[src/sv/crr_pkg.sv]
// ----------------------------------------------------------------------------
// crr_pkg
// Shared types and constants for the cascaded range remap block.
// ----------------------------------------------------------------------------
package crr_pkg;

    localparam int FIELD_W = 32;
    localparam int OP_W    = 2;
    localparam int STAGE_W = 3;

    typedef enum logic [OP_W-1:0] {
        OP_LOAD  = 2'd0,
        OP_XLATE = 2'd1,
        OP_CLEAR = 2'd2,
        OP_NONE  = 2'd3
    } t_op;

    localparam logic STATUS_OK   = 1'b0;
    localparam logic STATUS_FULL = 1'b1;

    typedef enum logic {
        SC_IDLE = 1'b0,
        SC_SCAN = 1'b1
    } t_scan_state;

    // Handshake from the scanner back to the control logic.
    typedef struct packed {
        logic busy;
        logic done;
    } t_scan_stat;

endpackage

[src/sv/crr_scan.sv]
// ----------------------------------------------------------------------------
// crr_scan
// Walks the stage tables newest entry first, one memory read per cycle
// within a stage, and remaps the value on the first hit in each stage.
// ----------------------------------------------------------------------------
module crr_scan
    import crr_pkg::*;
#(
    parameter int NUM_STAGES        = 7,
    parameter int ENTRIES_PER_STAGE = 64,
    parameter int VALUE_BITS        = 32,
    parameter int ADDR_W            = 9,
    parameter int FILL_W            = 7
) (
    input  logic                                i_clk,
    input  logic                                i_rst_n,
    input  logic                                i_start,
    input  logic [VALUE_BITS-1:0]               i_seed,
    input  logic [NUM_STAGES-1:0][FILL_W-1:0]   i_fill,
    output logic                                o_rd_en,
    output logic [ADDR_W-1:0]                   o_rd_addr,
    input  logic [3*VALUE_BITS-1:0]             i_rd_data,
    output t_scan_stat                          o_stat,
    output logic [VALUE_BITS-1:0]               o_result
);

    localparam int STG_W = (NUM_STAGES > 1) ? $clog2(NUM_STAGES) : 1;

    t_scan_state                     r_state, n_state;
    logic [STG_W-1:0]                r_stage;
    logic [ADDR_W-1:0]               r_base;
    logic [FILL_W-1:0]               r_left;
    logic                            r_pend;
    logic [VALUE_BITS-1:0]           r_value;
    logic [NUM_STAGES:0][FILL_W-1:0] r_fills;
    logic [NUM_STAGES:0][FILL_W-1:0] w_fills_shift;

    logic [VALUE_BITS-1:0] w_dst, w_src, w_len, w_diff, w_mapped;
    logic                  w_hit, w_issue, w_stage_end, w_last, w_done;

    assign w_dst = i_rd_data[3*VALUE_BITS-1:2*VALUE_BITS];
    assign w_src = i_rd_data[2*VALUE_BITS-1:VALUE_BITS];
    assign w_len = i_rd_data[VALUE_BITS-1:0];

    // Exact range test, no wrap: v >= src and v - src < len.
    assign w_diff   = r_value - w_src;
    assign w_hit    = r_pend && (r_value >= w_src) && (w_diff < w_len);
    assign w_mapped = w_dst + w_diff;

    // stage ends on a hit, or when no entry is left to read (an empty stage issues no read)
    assign w_stage_end   = w_hit || (r_left == '0);
    assign w_last        = (r_stage == STG_W'(NUM_STAGES - 1));
    assign w_fills_shift = r_fills >> FILL_W;

    always_comb begin
        n_state = r_state;
        unique case (r_state)
            SC_IDLE: if (i_start) n_state = SC_SCAN;
            SC_SCAN: if (w_stage_end && w_last) n_state = SC_IDLE;
            default: n_state = SC_IDLE;
        endcase
    end

    always_comb begin
        w_issue = 1'b0;
        w_done  = 1'b0;
        unique case (r_state)
            SC_IDLE: begin
                w_issue = 1'b0;
                w_done  = 1'b0;
            end
            SC_SCAN: begin
                // a hit ends the stage, so no further read is launched
                w_issue = !w_hit && (r_left != '0);
                w_done  = w_stage_end && w_last;
            end
            default: begin
                w_issue = 1'b0;
                w_done  = 1'b0;
            end
        endcase
    end

    assign o_rd_en     = w_issue;
    assign o_rd_addr   = r_base + ADDR_W'(r_left - FILL_W'(1));
    assign o_stat.busy = (r_state == SC_SCAN);
    assign o_stat.done = w_done;
    assign o_result    = w_hit ? w_mapped : r_value;

    always_ff @(posedge i_clk) begin
        if (!i_rst_n) begin
            r_state <= SC_IDLE;
            r_pend  <= 1'b0;
            r_left  <= '0;
            r_stage <= '0;
        end else begin
            r_state <= n_state;
            if (r_state == SC_IDLE) begin
                r_pend <= 1'b0;
                if (i_start) begin
                    r_value <= i_seed;
                    r_fills <= {FILL_W'(0), i_fill};
                    r_left  <= i_fill[0];
                    r_stage <= '0;
                    r_base  <= '0;
                end
            end else if (w_stage_end) begin
                r_pend <= 1'b0;
                if (w_hit) begin
                    r_value <= w_mapped;
                end
                if (!w_last) begin
                    r_stage <= r_stage + STG_W'(1);
                    r_base  <= r_base + ADDR_W'(ENTRIES_PER_STAGE);
                    r_fills <= w_fills_shift;
                    r_left  <= w_fills_shift[0];
                end
            end else begin
                r_pend <= w_issue;
                if (w_issue) begin
                    r_left <= r_left - FILL_W'(1);
                end
            end
        end
    end

    a_read_only_scanning: assert property (@(posedge i_clk) disable iff (!i_rst_n)
        o_rd_en |-> (r_state == SC_SCAN))
        else $error("entry read outside a scan");

    a_start_when_idle: assert property (@(posedge i_clk) disable iff (!i_rst_n)
        i_start |-> (r_state == SC_IDLE))
        else $error("scan started while busy");

    a_read_returns: assert property (@(posedge i_clk) disable iff (!i_rst_n)
        (w_issue && !w_done) |=> r_pend)
        else $error("issued read not tracked");

endmodule

[config.mk]
export PLATFORM = sky130hd
export DESIGN_NAME = crr_scan
export DESIGN_NICKNAME = d
export VERILOG_FILES = /design/src/sv/crr_pkg.sv /design/src/sv/crr_scan.sv
export SDC_FILE = /design/constraint.sdc
export NUM_CORES = 1
export LEC_CHECK = 0
export BUFFER_PORTS_ARGS = -buffer_cell sky130_fd_sc_hd__buf_4
export CAP_MARGIN = 20
export CORE_MARGIN = 1
export CORE_UTILIZATION = 49
export CTS_CLUSTER_DIAMETER = 50
export DETAILED_ROUTE_END_ITERATION = 16
export MAX_ROUTING_LAYER = met4
export PLACE_DENSITY = 0.78
export SLEW_MARGIN = 30
export SYNTH_ARGS = -nofsm -noshare
export SYNTH_HDL_FRONTEND = slang
export SYNTH_SLANG_ARGS = --single-unit
[constraint.sdc]
create_clock -name i_clk -period 9.5 [get_ports i_clk]
set_input_delay 2.375 -clock i_clk [delete_from_list [all_inputs] [get_ports i_clk]]
set_output_delay 2.375 -clock i_clk [all_outputs]
set_load 0.01 [all_outputs]
==> flow_summary.yaml <==
place:
  place_hpwl_um: 19700
  placed_area_um2: 10700
  io_buffers: 223
  dp_slack_ns: -0.490
  place_congestion: 1.01
sta:
  rsz0062_at_grt: "true"
  hold-worst-slack_ns: 0.505
  slew-limit-headroom_pct: 42.9
  layout_setup_ws_ns: 0.0248
  hold_viol: 0
  finalSetupTns_ns: 0
  timing.fmax_mhz: 106
  finalSetupViolCount: 0
  skew_ns: 0.0142
  fin_crit_ns: 9.48
  tightest_slew_ns: 0.857
  slew_viol_final: 0
  timing.final.crit_share_pct: 99.7
logic_synthesis:
  yosysTopAreaCell: "edfxtp_1"
  yosys-top-cells-area: "edfxtp_1 (27%), ha_1 (15%), mux2_2 (8.2%), nor2_1 (4.5%), a21oi_1 (4.1%)"
  synth_nets: 1239
  async_flop_share_pct: 0
  synth_top_area_share_pct: 27.2
  synth_area_um2: 8500
  ys_types: 65
  ys_seq_area_share_pct: 30.0
  synth-seq-cells: 89
  ys.flop_type: "edfxtp_1"
  yosys_warnings: 0
  synth_edf_count: 77
  syn_area_per_cell_um2: 8.89
  syn_inst: 956
global_route:
  overflow: 0
  grt_max_degree: 75
  grt_pass1_wl_um: 39300
  grt_use_total_pct: 28.9
  grt_pass1_vias: 8033
  antenna_found_initial: 0
routing:
  drt-initial-drc-count: 382
  drc: 0
  routed_via_density: 5.67
  wl_per_cell_um: 17.9
  wirelength_um: 25900
  ant_nets: 0
  drt_pass1_iterations: 5
  routed-via-count: 8222
die:
  core_um2: 16800
  rows: 47
  ios: 224
  die_area_um2: 17900
  initial_core_util_pct: 50.7
  die_h_um: 134
  die_x_um: 134
layout:
  fin_area_um2: 11600
  syn_to_final_growth_pct: 36.6
  layout.nets: 1509
  antenna_cells: 0
  drive_above_1_share_pct: 35.3
  fin_util_pct: 69.2
power:
  vdd_ir_drop_max_v: 0.0000919
  power.density_nw_per_um2: 164
  leakagePower_nw: 5.42
worst_setup_path:
  critPathBufInv: 5
  cp_top_family: "compound AO/OA/AOI/OAI gates"
  crit_path_end_kind: "output port"
  crit_type: "in -> out"
  critPathLaunchType: "input pin"
  r2r_setup_slack_ns: 3.24
  worstPathMaxFanout: 8
  worstPathArrival_ns: 7.10
  r2r_end: "r_fills[19]$_DFFE_PP_"
  crit_slowest_cell: "a311o_2"
  cp_common_cell: "buf_4"
  path_cells: "buf_8 > ha_4 > fa_2 > and2b_1 > o211ai_1 > a31oi_1 > buf_4 > a211o_4 > a21oi_2 > nor2b_2 > o41ai_2 > mux2i_1 > o2111ai_1 > ha_1 > a21o_1 > a221oi_2 > o21ai_1 > a211o_1 > buf_4 > a311o_2 > buf_12 > mux2_2 > buf_4"
  cp_data_required_time_ns: 7.13
  reg2reg_depth: 25
  r2r_start: "r_value[0]$_DFFE_PP_"
  slowest_delay_ns: 0.40
job:
  cap_violations: 0
clocking:
  numCtsBuffers: 9
  clk_path_buf_depth: 2
  cts_tree: "yes"
  cts_sinks: 89
  hold_buffers: 0
  cts.clk_slew.worst_paths_ns: 0.08
  cts_max_level: 3
  cts-root-buf: "clkbuf_16"
  worstSkewPairLatency_ns: 0.36
min_path:
  hp-start: "r_stage[1]$_SDFFE_PN0P_"
  hold_path_depth: 2
  hold_path.class: "reg -> reg"
  min_delay_worst_endpoint: "r_stage[1]$_SDFFE_PN0P_"
outcome:
  status: "finished, final reports clean"
## through the flow
step                      total power [mW]  instances
after floorplan                       1.11        956
after global placement                1.43       1416
after detailed placement              1.44       1416
after CTS                             1.85       1447
after global routing                  2.01       1451
final                                 1.91       1451
## cell families (layout without fill, tap and decap cells)
| kind of cell | after synthesis | count (layout) | synth area share [%] |
|---|---|---|---|
| adder cells (fa/ha/maj) | 103 | 103 | 15.4 |
| buffers and inverters | 113 | 387 | 5.30 |
| XOR/XNOR | 65 | 65 | 6.70 |
| multiplexers | 71 | 71 | 9.33 |
| AND/OR/NAND/NOR | 273 | 273 | 14.5 |
| flip-flops | 89 | 89 | 30.0 |
| AO/OA/AOI/OAI | 242 | 243 | 18.7 |
## report_power, final
part / switching, mW / internal (mW)
Sequential: 0.0219 / 0.466
Clock: 0.187 / 0.188
Combinational: 0.571 / 0.472
Total: 0.780 / 1.13
## Yosys cell counts (all sizes together) (5+ instances only)
library cell,number
nor3,16
dfxtp,12
edfxtp,77
o211a,6
mux2,63
o21ai,54
o21a,16
inv,88
xor2,31
nand2,73
o211ai,13
a21oi,69
and3,10
nor2,103
nand2b,5
buf,11
nand4,8
nand3,23
mux2i,8
a31oi,10
nor2b,17
and2,6
ha,100
xnor2,34
a21o,19
a211oi,11
o21bai,5
a211o,6
clkbuf,14
## worst max path at each step
stage             startpoint            to  cells after the start
2_1_floorplan  i_rd_data[37]  o_result[17]                     21
3_3_place_gp   i_rd_data[37]  o_result[26]                     24
3_5_place_dp   i_rd_data[37]  o_result[26]                     24
4_1_cts        i_rd_data[32]  o_result[26]                     23
5_1_grt        i_rd_data[32]  o_result[23]                     23
6_report       i_rd_data[32]  o_result[23]                     23
## flip-flops by register name, indices dropped and copies added, names as in the netlist
| name | flops |
|---|---|
| r_fills | 42 |
| r_value | 32 |
| r_left | 7 |
| r_base | 3 |
| r_stage | 3 |
| r_pend | 1 |
| r_state | 1 |
## layer usage
layer / track usage, % / part of all wire, % / vias to the layer above
li1: - / - / 4017
met1: 34.4 / 41 / 3847
met2: 49.7 / 50 / 312
met3: 4.57 / 6.6 / 46
met4: 9.53 / 2.6 / 0
met5: - / 0 / -
## worst min-delay path: cells and delay by family, from the launching register on
kind             cells  cell delay (ns)
DFF                  1             0.33
and+or+nand+nor      1             0.07
muxes                1             0.06
## layout make-up
type / instances / area (um2)
Timing Repair Buffer: 283 / 2290
Inverter: 88 / 333
Fill cell: 1335 / 5150
Clock inverter: 7 / 81.3
Tap cell: 220 / 275
Sequential cell: 89 / 2560
Multi-Input combinational cell: 755 / 5840
Clock buffer: 9 / 225
## placed cells by master, fill, tap and decap left out, types with 5 or more instances in the layout
master	instances
a31oi_1	9
nor2_1	101
mux2i_1	8
inv_1	84
a211oi_1	7
nand4_1	8
xnor2_1	33
nand2_1	65
o21a_1	16
buf_4	261
ha_1	93
o21ai_0	38
o21ai_1	9
o21ai_2	7
o211a_1	6
nor2b_1	16
a21oi_1	61
clkbuf_16	10
buf_6	14
a21o_1	19
o211ai_1	13
nand2_2	6
dfxtp_1	11
mux2_2	55
and3_1	10
nor3_1	14
mux2_4	8
edfxtp_1	77
xor2_1	30
a211o_1	5
and2_1	5
nand3_1	21
a21oi_2	8
## timing repair
action,4_1_cts,5_1_grt
buffers inserted,11,6
pin swaps,19,35
gates resized for setup,33,73
cloned,4,1
setup endpoints to repair,34,34
Note: power is estimated with default switching activity, not from simulation.
